`src/hw/rtl/bilist_pkg.sv`:
```
package bilist_pkg;

  // Command codes carried on cmd_i.
  localparam logic [2:0] CMD_INSERT_AT   = 3'd0;
  localparam logic [2:0] CMD_APPEND      = 3'd1;
  localparam logic [2:0] CMD_REMOVE_AT   = 3'd2;
  localparam logic [2:0] CMD_REMOVE_LAST = 3'd3;
  localparam logic [2:0] CMD_READ_AT     = 3'd4;
  localparam logic [2:0] CMD_READ_LAST   = 3'd5;
  localparam logic [2:0] CMD_CLEAR       = 3'd6;

  // Status codes returned with every result.
  localparam logic [1:0] ST_OK      = 2'd0;
  localparam logic [1:0] ST_BAD_IDX = 2'd1;
  localparam logic [1:0] ST_FULL    = 2'd2;
  localparam logic [1:0] ST_EMPTY   = 2'd3;

  // Register index of the capacity limit in the configuration space.
  localparam logic REG_CAP_LIMIT = 1'b0;

  // Fixed payload widths.
  localparam int unsigned DATA_W  = 32;
  localparam int unsigned LIMIT_W = 7;

  // What every cell does in the current cycle.
  typedef enum logic [1:0] {
    OP_HOLD,
    OP_INSERT,
    OP_REMOVE
  } cell_op_e;

  // Control broadcast from the sequencer to the row of cells.
  typedef struct packed {
    cell_op_e                  op;
    logic                      rd_en;
    logic signed [DATA_W-1:0]  value;
  } cell_ctrl_t;

endpackage

```
`src/hw/rtl/bilist_cell.sv`:
```
module bilist_cell #(
  parameter int unsigned IDX_W = 7,
  parameter int unsigned INDEX = 0
) (
  input  logic                              clk_i,
  input  bilist_pkg::cell_ctrl_t            ctrl_i,
  input  logic [IDX_W-1:0]                  pos_i,
  input  logic [IDX_W-1:0]                  hi_i,
  input  logic [IDX_W-1:0]                  rd_idx_i,
  input  logic signed [bilist_pkg::DATA_W-1:0] left_i,
  input  logic signed [bilist_pkg::DATA_W-1:0] right_i,
  output logic signed [bilist_pkg::DATA_W-1:0] data_o,
  output logic signed [bilist_pkg::DATA_W-1:0] tap_o
);
  import bilist_pkg::*;

  localparam logic [IDX_W-1:0] IDX = IDX_W'(INDEX);

  logic signed [DATA_W-1:0] data_d, data_q;

  // Insert loads the new value at the position and pulls from the left above it;
  // remove pulls from the right from the position up to the entry below hi_i.
  always_comb begin
    data_d = data_q;
    case (ctrl_i.op)
      OP_INSERT: begin
        if (IDX == pos_i) begin
          data_d = ctrl_i.value;
        end else if ((IDX > pos_i) && (IDX <= hi_i)) begin
          data_d = left_i;
        end
      end
      OP_REMOVE: begin
        if ((IDX >= pos_i) && (IDX < hi_i)) begin
          data_d = right_i;
        end
      end
      default: begin
      end
    endcase
  end

  // Entry storage; its contents are only meaningful below the count.
  always_ff @(posedge clk_i) begin
    data_q <= data_d;
  end

  assign data_o = data_q;

  // The selected cell drives its entry onto the read tap, others drive zero.
  assign tap_o = (ctrl_i.rd_en && (rd_idx_i == IDX)) ? data_q : '0;

endmodule

```
`config.mk`:
```
export PLATFORM = sky130hd
export DESIGN_NAME = bilist_cell
export DESIGN_NICKNAME = d
export VERILOG_FILES = /design/src/hw/rtl/bilist_pkg.sv /design/src/hw/rtl/bilist_cell.sv
export SDC_FILE = /design/constraint.sdc
export NUM_CORES = 1
export LEC_CHECK = 0
export ABC_AREA = 1
export BUFFER_PORTS_ARGS = -buffer_cell sky130_fd_sc_hd__buf_4
export CAP_MARGIN = 0
export CORE_UTILIZATION = 44
export CTS_CLUSTER_SIZE = 20
export DETAILED_ROUTE_END_ITERATION = 8
export HOLD_SLACK_MARGIN = 0.12
export PLACE_DENSITY_LB_ADDON = 0.2
export SLEW_MARGIN = 20
export SYNTH_ARGS = -nofsm -noshare
export SYNTH_HDL_FRONTEND = slang
export SYNTH_SLANG_ARGS = --single-unit
```
`constraint.sdc`:
```
create_clock -name clk_i -period 4.15 [get_ports clk_i]
set_clock_uncertainty 0.1 [all_clocks]
set_input_delay 0.2075 -clock clk_i [delete_from_list [all_inputs] [get_ports clk_i]]
set_output_delay 0.2075 -clock clk_i [all_outputs]
set_load 0.02 [all_outputs]
```
==> results of run 1 <==
## cell type report
class                   instances  area share (%)
well taps                      70            2.07
clock inverters                 3           0.887
clock buffers                   5            1.63
flip-flops and latches         32            22.7
repair buffers                216            40.2
inverters                     103            9.13
multi-input cells             213            23.4
## report_power, final
| group | internal (mW) | total, mW | switching (mW) |
|---|---|---|---|
| clock | 0.175 | 0.284 | 0.109 |
| sequential | 0.360 | 0.361 | 0.000621 |
| combinational | 0.117 | 0.201 | 0.0840 |
| total | 0.651 | 0.845 | 0.194 |
## through the flow
stage | hold WS (ps) | util, % | power [mW] | cell area (sq um)
2_1_floorplan | 293 | - | 0.440 | 2480
3_3_place_gp | 380 | 72.2 | 0.535 | 3810
3_5_place_dp | 381 | 72.2 | 0.539 | 3810
4_1_cts | 200 | 80.3 | 0.842 | 4230
5_1_grt | 242 | 80.3 | 0.876 | 4230
6_report | 206 | 80.3 | 0.845 | 4230
## cell families (layout without fill, tap and decap cells)
| group | after synthesis | after routing | share of synthesized area, % |
|---|---|---|---|
| DFF | 32 | 32 | 38.7 |
| and+or+nand+nor | 179 | 179 | 32.6 |
| buffers and inverters | 124 | 327 | 21.9 |
| AOI/OAI and AO/OA | 34 | 34 | 6.85 |
## layout by cell type, fill, tap and decap left out, types with 2 or more instances in the layout
cell type and count:
buf_4 184, inv_1 102, nand2_1 69, nand3_1 64
edfxtp_1 32, dlygate4sd3_1 32, nor2_1 31, o21ai_1 30
nor2_2 9, clkbuf_8 5, o21ai_0 3, nand2_2 2
nor2_4 2, clkinv_1 2
## synth_stat cells, drive strengths merged
library cell    n  area share (%)
inv           103              16
nand3          64              13
nor2           42             7.9
nand4           1            0.50
o21ai          33             6.6
nand2          71              11
nor3            1            0.40
clkbuf          6             1.1
buf            15             5.3
a21oi           1            0.20
edfxtp         32              39
## layer usage
| metal | vias up | GRT usage, % |
|---|---|---|
| met5 | - | 0 |
| met4 | 0 | 11.3 |
| met3 | 28 | 6.79 |
| met2 | 172 | 50.2 |
| met1 | 1327 | 29.1 |
| li1 | 1521 | - |
## what timing repair did
action | 4_1_cts | 5_1_grt
setup buffers | 0 | 0
endpoints found under the hold margin | 32 | 0
hold buffers | 32 | 0
## worst max-delay path by stage
stage	start	endpoint	slack, ps	depth (start not counted)
3_3_place_gp	pos_i[5]	data_o[12]	1370	6
3_5_place_dp	pos_i[5]	data_o[12]	1330	6
4_1_cts	pos_i[5]	data_o[29]	1630	6
2_1_floorplan	pos_i[5]	data_o[0]	1340	6
6_report	pos_i[3]	data_o[22]	1580	6
5_1_grt	pos_i[5]	data_o[28]	1360	6
==> qor.yml, run 1 <==
final_layout:
  ff_latch_area_sq_um: 961
  fin_nets: 692
  final_layout_size_suffix_gt1_share_pct: 36.2
  antenna_cells: 0
  syn_to_final_growth_pct: 70.4
  multi_input_area_sq_um: 991
  finalNonFillerCells: 642
  largest_reg_flops: 32
  fill_cells: 359
route:
  drt_first_pass_iters: 5
  routed.top_layer: "met4"
  wl_met2_um: 4180
  vias: 3048
  wl_per_cell_um: 12.7
  drt_iter0_markers: 163
  drc_errors: 0
  vias_per_cell: 4.75
  wirelength_um: 8130
  ant_nets: 0
  met3_length_um: 682
  wl_met1_um: 3000
floorplanning:
  rows: 26
  io_pins: 185
  die_w_um: 77.2
  die_area_sq_um: 5950
  die_y_um: 77.2
  start_util_pct: 47.2
  core_area_sq_um: 5270
grt:
  grt_usage_pct: 27.2
  grt_max_degree: 35
  grt-ovfl-total: 0
  antenna_found_initial: 0
  grt_pass1_vias: 2906
  grt_pass1_wl_um: 12800
timing:
  relSlewSlack_pct: 35.9
  fin_ws_ps: 1580
  setup_viol: 0
  max_freq_mhz: 390
  finalSetupTns_ps: 0
  fin_crit_sh_pct: 61.9
  rsz0062_at_grt: "false"
  report.final.slew_viol_count: 0
  hold_viol: 0
  min_period_ps: 2570
  worst_slew_pin_slew_ps: 960
cts:
  clk_path_buf_depth: 2
  cts-root-buf: "clkbuf_8"
  cts_made_buffers: 5
  cts_resized: 0
  cts_tree: "yes"
  cts-htree-levels: 2
  clock-sinks: 32
  clkSlewWorstSetupHoldPaths_ps: 60
yosys:
  synth_cell_types: 18
  yosys_warnings: 0
  syn_inst: 369
  syn_area_sq_um: 2480
  syn_area_per_cell_sq_um: 6.73
  synth_fp_nets: 490
  synth-seq-area-share_pct: 38.7
  yosys_register_bits: 32
setup_path:
  path_delay_family: "compound AO/OA/AOI/OAI gates"
  crit_required_ps: 3960
  path_buf_inv: 2
  crit_path_max_incr_delay_ps: 730
  cp_cell_sequence: "buf_4 > nor2_1 > nand2_2 > inv_2 > nand2_1 > a21oi_4"
  crit_path_top_delay_cell: "a21oi_4"
  cp.arrival_ps: 2370
  start_kind: "primary input"
  critPathKind: "primary input to flip-flop"
  path_max_fanout: 33
  endpoint_kind: "flip-flop"
worst_hold_path:
  hold_start: "left_i[31]"
  min_to: "data_o[31]"
  hold_path_class: "primary input to flip-flop"
  whs_path_depth: 5
outcome:
  outcome: "complete, no violations"
pwr:
  vdd_drop_max_mv: 0.160
  total_leakage_power_nw: 2.35
  power-per-cell-area_nw_per_um2: 200
place:
  place_congestion: 0.855
  numPortBuffers: 184
  place_inst: 602
  place_ws_ps: 1330
  dp_hpwl_um: 5460
flow_run:
  maxCapViolations: 0
Note: power is estimated with default switching activity, not from simulation.
==> run 2: changes to the inputs <==
Settings changed: CORE_UTILIZATION 44 to 37.
Clock period 4.15 ns to 2.3 ns, I/O delays scaled along.
==> run 2 against run 1 <==
The run now ends with design-rule violations left. Total power rose by 72%. Clock power rose by 46%. Worst hold slack got worse by 83 ps. Wire length rose by 9.3%. Combinational power rose by 95%. Final area rose by 3.7%. Flip-flop and latch count did not move. Critical path type unchanged. Critical endpoint is now data_o[3]. Largest cell class unchanged. Largest power group unchanged. Highest routed layer unchanged.
==> qor.yml, run 2 (same netlist as run 1, synthesis figures left out) <==
final_layout:
  syn_to_final_growth_pct: 76.7  # was 70.4%
  largest_reg_flops: 32  # unchanged
  antenna_cells: 0  # unchanged
  fin_nets: 711  # was 692
  multi_input_area_sq_um: 991  # unchanged
  final_cell_mix: "buf_4, inv_1, nand2_1"  # unchanged
  fill_cells: 552  # was 359
  final_layout_size_suffix_gt1_share_pct: 36.4  # was 36.2%
  ff_latch_area_sq_um: 961  # unchanged
  layout_commonest_cell: "buf_4"  # unchanged
setup_path:
  crit_required_ps: 2230  # was 3960 ps
  start_kind: "primary input"  # unchanged
  cp.arrival_ps: 1930  # was 2370 ps
  endpoint_kind: "flip-flop"  # unchanged
  path_max_fanout: 32  # was 33
  critPathKind: "primary input to flip-flop"  # unchanged
route:
  wirelength_um: 8880  # was 8130 um
  drt_first_pass_iters: 7  # was 5
  wl_per_cell_um: 13.3  # was 12.7 um
  drt_iter0_markers: 194  # was 163
  ant_nets: 0  # unchanged
  drc_errors: 26  # was 0
  vias: 3187  # was 3048
  vias_per_cell: 4.77  # was 4.75
cts:
  clock-sinks: 32  # unchanged
  clkSlewWorstSetupHoldPaths_ps: 70  # was 60 ps
  cts_made_buffers: 5  # unchanged
  cts-htree-levels: 2  # unchanged
  cts_resized: 0  # unchanged
  cts-root-buf: "clkbuf_8"  # unchanged
  cts_tree: "yes"  # unchanged
  clk_path_buf_depth: 2  # unchanged
floorplanning:
  start_util_pct: 38.7  # was 47.2%
  core_area_sq_um: 6420  # was 5270 sq um
  die_y_um: 84.0  # was 77.2 um
  rows: 29  # was 26
  die_area_sq_um: 7050  # was 5950 sq um
  die_w_um: 84.0  # was 77.2 um
  io_pins: 185  # unchanged
outcome:
  outcome: "complete, but fails checks"  # was complete, no violations
  violations: "design-rule violations"
timing:
  setup_viol: 0  # unchanged
  max_freq_mhz: 501
  worst_slew_pin_slew_ps: 1040  # was 960 ps
  min_period_ps: 2000
  holdWs_ps: 123  # was 206 ps
  hold_viol: 0  # unchanged
  relSlewSlack_pct: 30.9  # was 35.9%
  fin_crit_sh_pct: 86.8
  rsz0062_at_grt: "false"  # unchanged
  report.final.slew_viol_count: 0  # unchanged
  finalSetupTns_ps: 0  # unchanged
pwr:
  power-per-cell-area_nw_per_um2: 332  # was 200 nW/um^2
  power_mw: 1.46  # was 845 uW
  total_leakage_power_nw: 2.43  # was 2.35 nW
  vdd_drop_max_mv: 0.180  # was 0.160 mV
place:
  place_congestion: 0.917  # was 0.855
  dp_hpwl_um: 6110  # was 5460 um
  numPortBuffers: 184  # unchanged
grt:
  grt_max_degree: 33  # was 35
  grt_usage_pct: 24.6  # was 27.2%
  grt_pass1_vias: 3035  # was 2906
  antenna_found_initial: 0  # unchanged
  grt_pass1_wl_um: 13900  # was 12800 um
  grt-ovfl-total: 0  # unchanged
worst_hold_path:
  hold_path_class: "primary input to flip-flop"  # unchanged
flow_run:
  maxCapViolations: 0  # unchanged
-- run 2: power breakdown --
part	switching, mW	total [mW]	leakage (nW)	internal (mW)
Combinational	0.157	0.392	2.11	0.235
Clock	0.209	0.414	0.0453	0.205
Sequential	0.00118	0.650	0.281	0.649
-- run 2: critical path: stages --
cell           delay [ps]
buf_4                  80
inv_1                  70
nor2_4                250
inv_1                 520
nand3_1               250
nand2_1                80
dlygate4sd3_1         560
-- run 2: final timing paths --
kind | startpoint | endpoint | depth (start not counted)
max | ctrl_i[34] | data_o[3] | 7
min | left_i[21] | data_o[21] | 5
-- run 2: cell type report --
type                    instances  area share (%)
repair buffers                235            42.7
multi-input cells             213            22.6
flip-flops and latches         32            21.9
inverters                     103            8.80
well taps                      77            2.19
clock buffers                   5            1.57
clock inverters                 3           0.313
-- run 2: what timing repair did --
| item | 4_1_cts | 5_1_grt |
|---|---|---|
| hold buffers | 44 | 0 |
| buffers inserted | 0 | 0 |
| endpoints found under the setup margin | 0 | 0 |
| hold endpoints to repair | 32 | 0 |
-- run 2: per-layer routing --
| metal | part of all wire (%) | global-route usage, % |
|---|---|---|
| met4 | 1.6 | 7.21 |
| met2 | 51 | 45.5 |
| met1 | 39 | 28.7 |
| met5 | 0 | 0 |
| met3 | 8.1 | 4.55 |
-- run 2: per-stage QoR --
step	util [%]	setup slack, ps	instance area [sq um]	cells
4_1_cts	68.4	352	4390	668
3_5_place_dp	60.2	576	3870	616
2_1_floorplan	-	290	2490	369
5_1_grt	68.4	177	4390	668
6_report	68.4	303	4390	668
3_3_place_gp	60.2	601	3870	616
==> run 3: changes to the inputs <==
Settings changed: CORE_UTILIZATION 37 to 38, CTS_BUF_LIST set to sky130_fd_sc_hd__clkbuf_8.
==> run 3 against run 2 <==
The flow now finishes without violations. Via count is 2.8% lower. Die area is 2.6% lower. Count of clock-buffer cells in the layout stayed put. Combinational power is 4% lower. Utilization is 0.31 points higher. Wire length is 2.8% lower. Non-clock buffer count is 7 lower. Worst hold slack better by 1.4 ps. Critical endpoint is now data_o[5]. Total power is 1.1% lower.
==> qor.yml, run 3 (same netlist as run 1, synthesis figures left out) <==
route:
  drt_first_pass_iters: 5  # was 7
  vias_per_cell: 4.69  # was 4.77
  drt_iter0_markers: 135  # was 194
  drc_errors: 0  # was 26
  vias: 3098  # was 3187
  wirelength_um: 8640  # was 8880 um
  ant_nets: 0  # unchanged
  wl_per_cell_um: 13.1  # was 13.3 um
grt:
  grt_pass1_vias: 2988  # was 3035
  grt_usage_pct: 24.2  # was 24.6%
  antenna_found_initial: 0  # unchanged
  grt_pass1_wl_um: 13700  # was 13900 um
  grt_max_degree: 33  # unchanged
  grt-ovfl-total: 0  # unchanged
pwr:
  total_leakage_power_nw: 2.40  # was 2.43 nW
  swShare_pct: 25.1  # was 25.2%
  seq_power_share_pct: 45.2  # was 44.7%
  power-per-cell-area_nw_per_um2: 332  # about the same
  switchingPower_uw: 361  # was 366 uW
  pwr-share-clk_pct: 28.8  # was 28.4%
  intPower_mw: 1.08  # was 1.09 mW
  vdd_drop_max_mv: 0.214  # was 0.180 mV
  comb_power_share_pct: 26.1  # was 26.9%
final_layout:
  postLayoutCellArea_sq_um: 4340  # was 4390 sq um
  fill_cells: 520  # was 552
  antenna_cells: 0  # unchanged
  multi_input_area_sq_um: 991  # unchanged
  final_layout_size_suffix_gt1_share_pct: 36.6  # was 36.4%
  largest_reg_flops: 32  # unchanged
  syn_to_final_growth_pct: 74.5  # was 76.7%
  ff_latch_area_sq_um: 961  # unchanged
  finalNonFillerCells: 661  # was 668
  final_cell_mix: "buf_4, inv_1, nand2_1"  # unchanged
  layout_commonest_cell: "buf_4"  # unchanged
  fin_nets: 704  # was 711
floorplanning:
  die_y_um: 82.9  # was 84.0 um
  die_area_sq_um: 6870  # was 7050 sq um
  rows: 29  # unchanged
  io_pins: 185  # unchanged
  die_w_um: 82.9  # was 84.0 um
  core_area_sq_um: 6310  # was 6420 sq um
  start_util_pct: 39.4  # was 38.7%
timing:
  max_freq_mhz: 489  # was 501 MHz
  worst_slew_pin_slew_ps: 1020  # was 1040 ps
  relSlewSlack_pct: 31.9  # was 30.9%
  finalSetupTns_ps: 0  # unchanged
  min_period_ps: 2050  # was 2000 ps
  fin_crit_sh_pct: 89.0  # was 86.8%
  hold_viol: 0  # unchanged
  report.final.slew_viol_count: 0  # unchanged
  setup_viol: 0  # unchanged
  rsz0062_at_grt: "false"  # unchanged
cts:
  cts-root-buf: "clkbuf_8"  # unchanged
  clkSlewWorstSetupHoldPaths_ps: 70  # about the same
  clk_path_buf_depth: 2  # unchanged
  cts_made_buffers: 5  # unchanged
  postCtsSetupRepairBufs: 0  # unchanged
  cts_tree: "yes"  # unchanged
  cts-htree-levels: 2  # unchanged
  clock-sinks: 32  # unchanged
setup_path:
  critPathKind: "primary input to flip-flop"  # unchanged
  start_kind: "primary input"  # unchanged
  cpMostUsedCell: "inv_1"  # unchanged
  crit_required_ps: 2230  # about the same
  path_max_fanout: 32  # unchanged
  path_buf_inv: 4  # unchanged
  endpoint_kind: "flip-flop"  # unchanged
  cp_cell_sequence: "buf_4 > inv_1 > nor2_4 > inv_1 > nand3_1 > nand2_1 > dlygate4sd3_1"  # unchanged
  cp.arrival_ps: 1980  # was 1930 ps
  cp.depth: 7  # unchanged
  path_delay_family: "buffers and inverters"  # unchanged
  crit_path_top_delay_cell: "inv_1"  # was dlygate4sd3_1
  crit_path_max_incr_delay_ps: 550  # was 560 ps
outcome:
  outcome: "complete, no violations"  # was complete, but fails checks
place:
  place_inst: 615  # was 616
  placed_area_sq_um: 3870  # about the same
  dp_hpwl_um: 6040  # was 6110 um
  place_congestion: 0.930  # was 0.917
  numPortBuffers: 184  # unchanged
worst_hold_path:
  whs_path_depth: 5  # unchanged
  hold_path_class: "primary input to flip-flop"  # unchanged
flow_run:
  maxCapViolations: 0  # unchanged
[run 3: power by group through the flow]
stage | sequential (mW) | clock, mW | combinational, mW
2_1_floorplan | 0.666 | 0 | 0.129
3_3_place_gp | 0.663 | 0 | 0.310
3_5_place_dp | 0.663 | 0 | 0.315
4_1_cts | 0.650 | 0.421 | 0.373
5_1_grt | 0.650 | 0.439 | 0.411
6_report | 0.650 | 0.414 | 0.375
[run 3: metrics by stage]
step	power [mW]	setup WS [ps]	utilization (%)	hold slack, ps
floorplan	0.794	290	-	201
global placement	0.973	471	61.4	285
detailed placement	0.978	440	61.4	288
CTS	1.44	248	68.7	122
global route	1.50	52.3	68.7	133
finish	1.44	253	68.7	124
[run 3: area by class of cell]
class                   count  area share, %
clock buffers               5           1.59
clock inverters             3          0.317
inverters                 103           8.92
multi-input cells         213           22.9
flip-flops and latches     32           22.2
well taps                  77           2.22
repair buffers            228           42.0
[run 3: worst paths after layout]
| kind | startpoint | end | slack, ps |
|---|---|---|---|
| worst min-delay path | left_i[26] | data_o[26] | 120 |
| worst max-delay path | ctrl_i[34] | data_o[5] | 250 |
[run 3: per-layer routing]
layer / global-route usage (%) / vias to the layer above / wire, um
met1: 28.5 / 1386 / 3290
met2: 45.5 / 158 / 4570
met3: 3.58 / 11 / 662
met4: 6.27 / 0 / 116
met5: 0 / - / 0
li1: - / 1543 / -
[run 3: repair_timing]
item	4_1_cts	5_1_grt
hold buffers	38	0
resized for setup	0	0
hold endpoints to repair	32	0
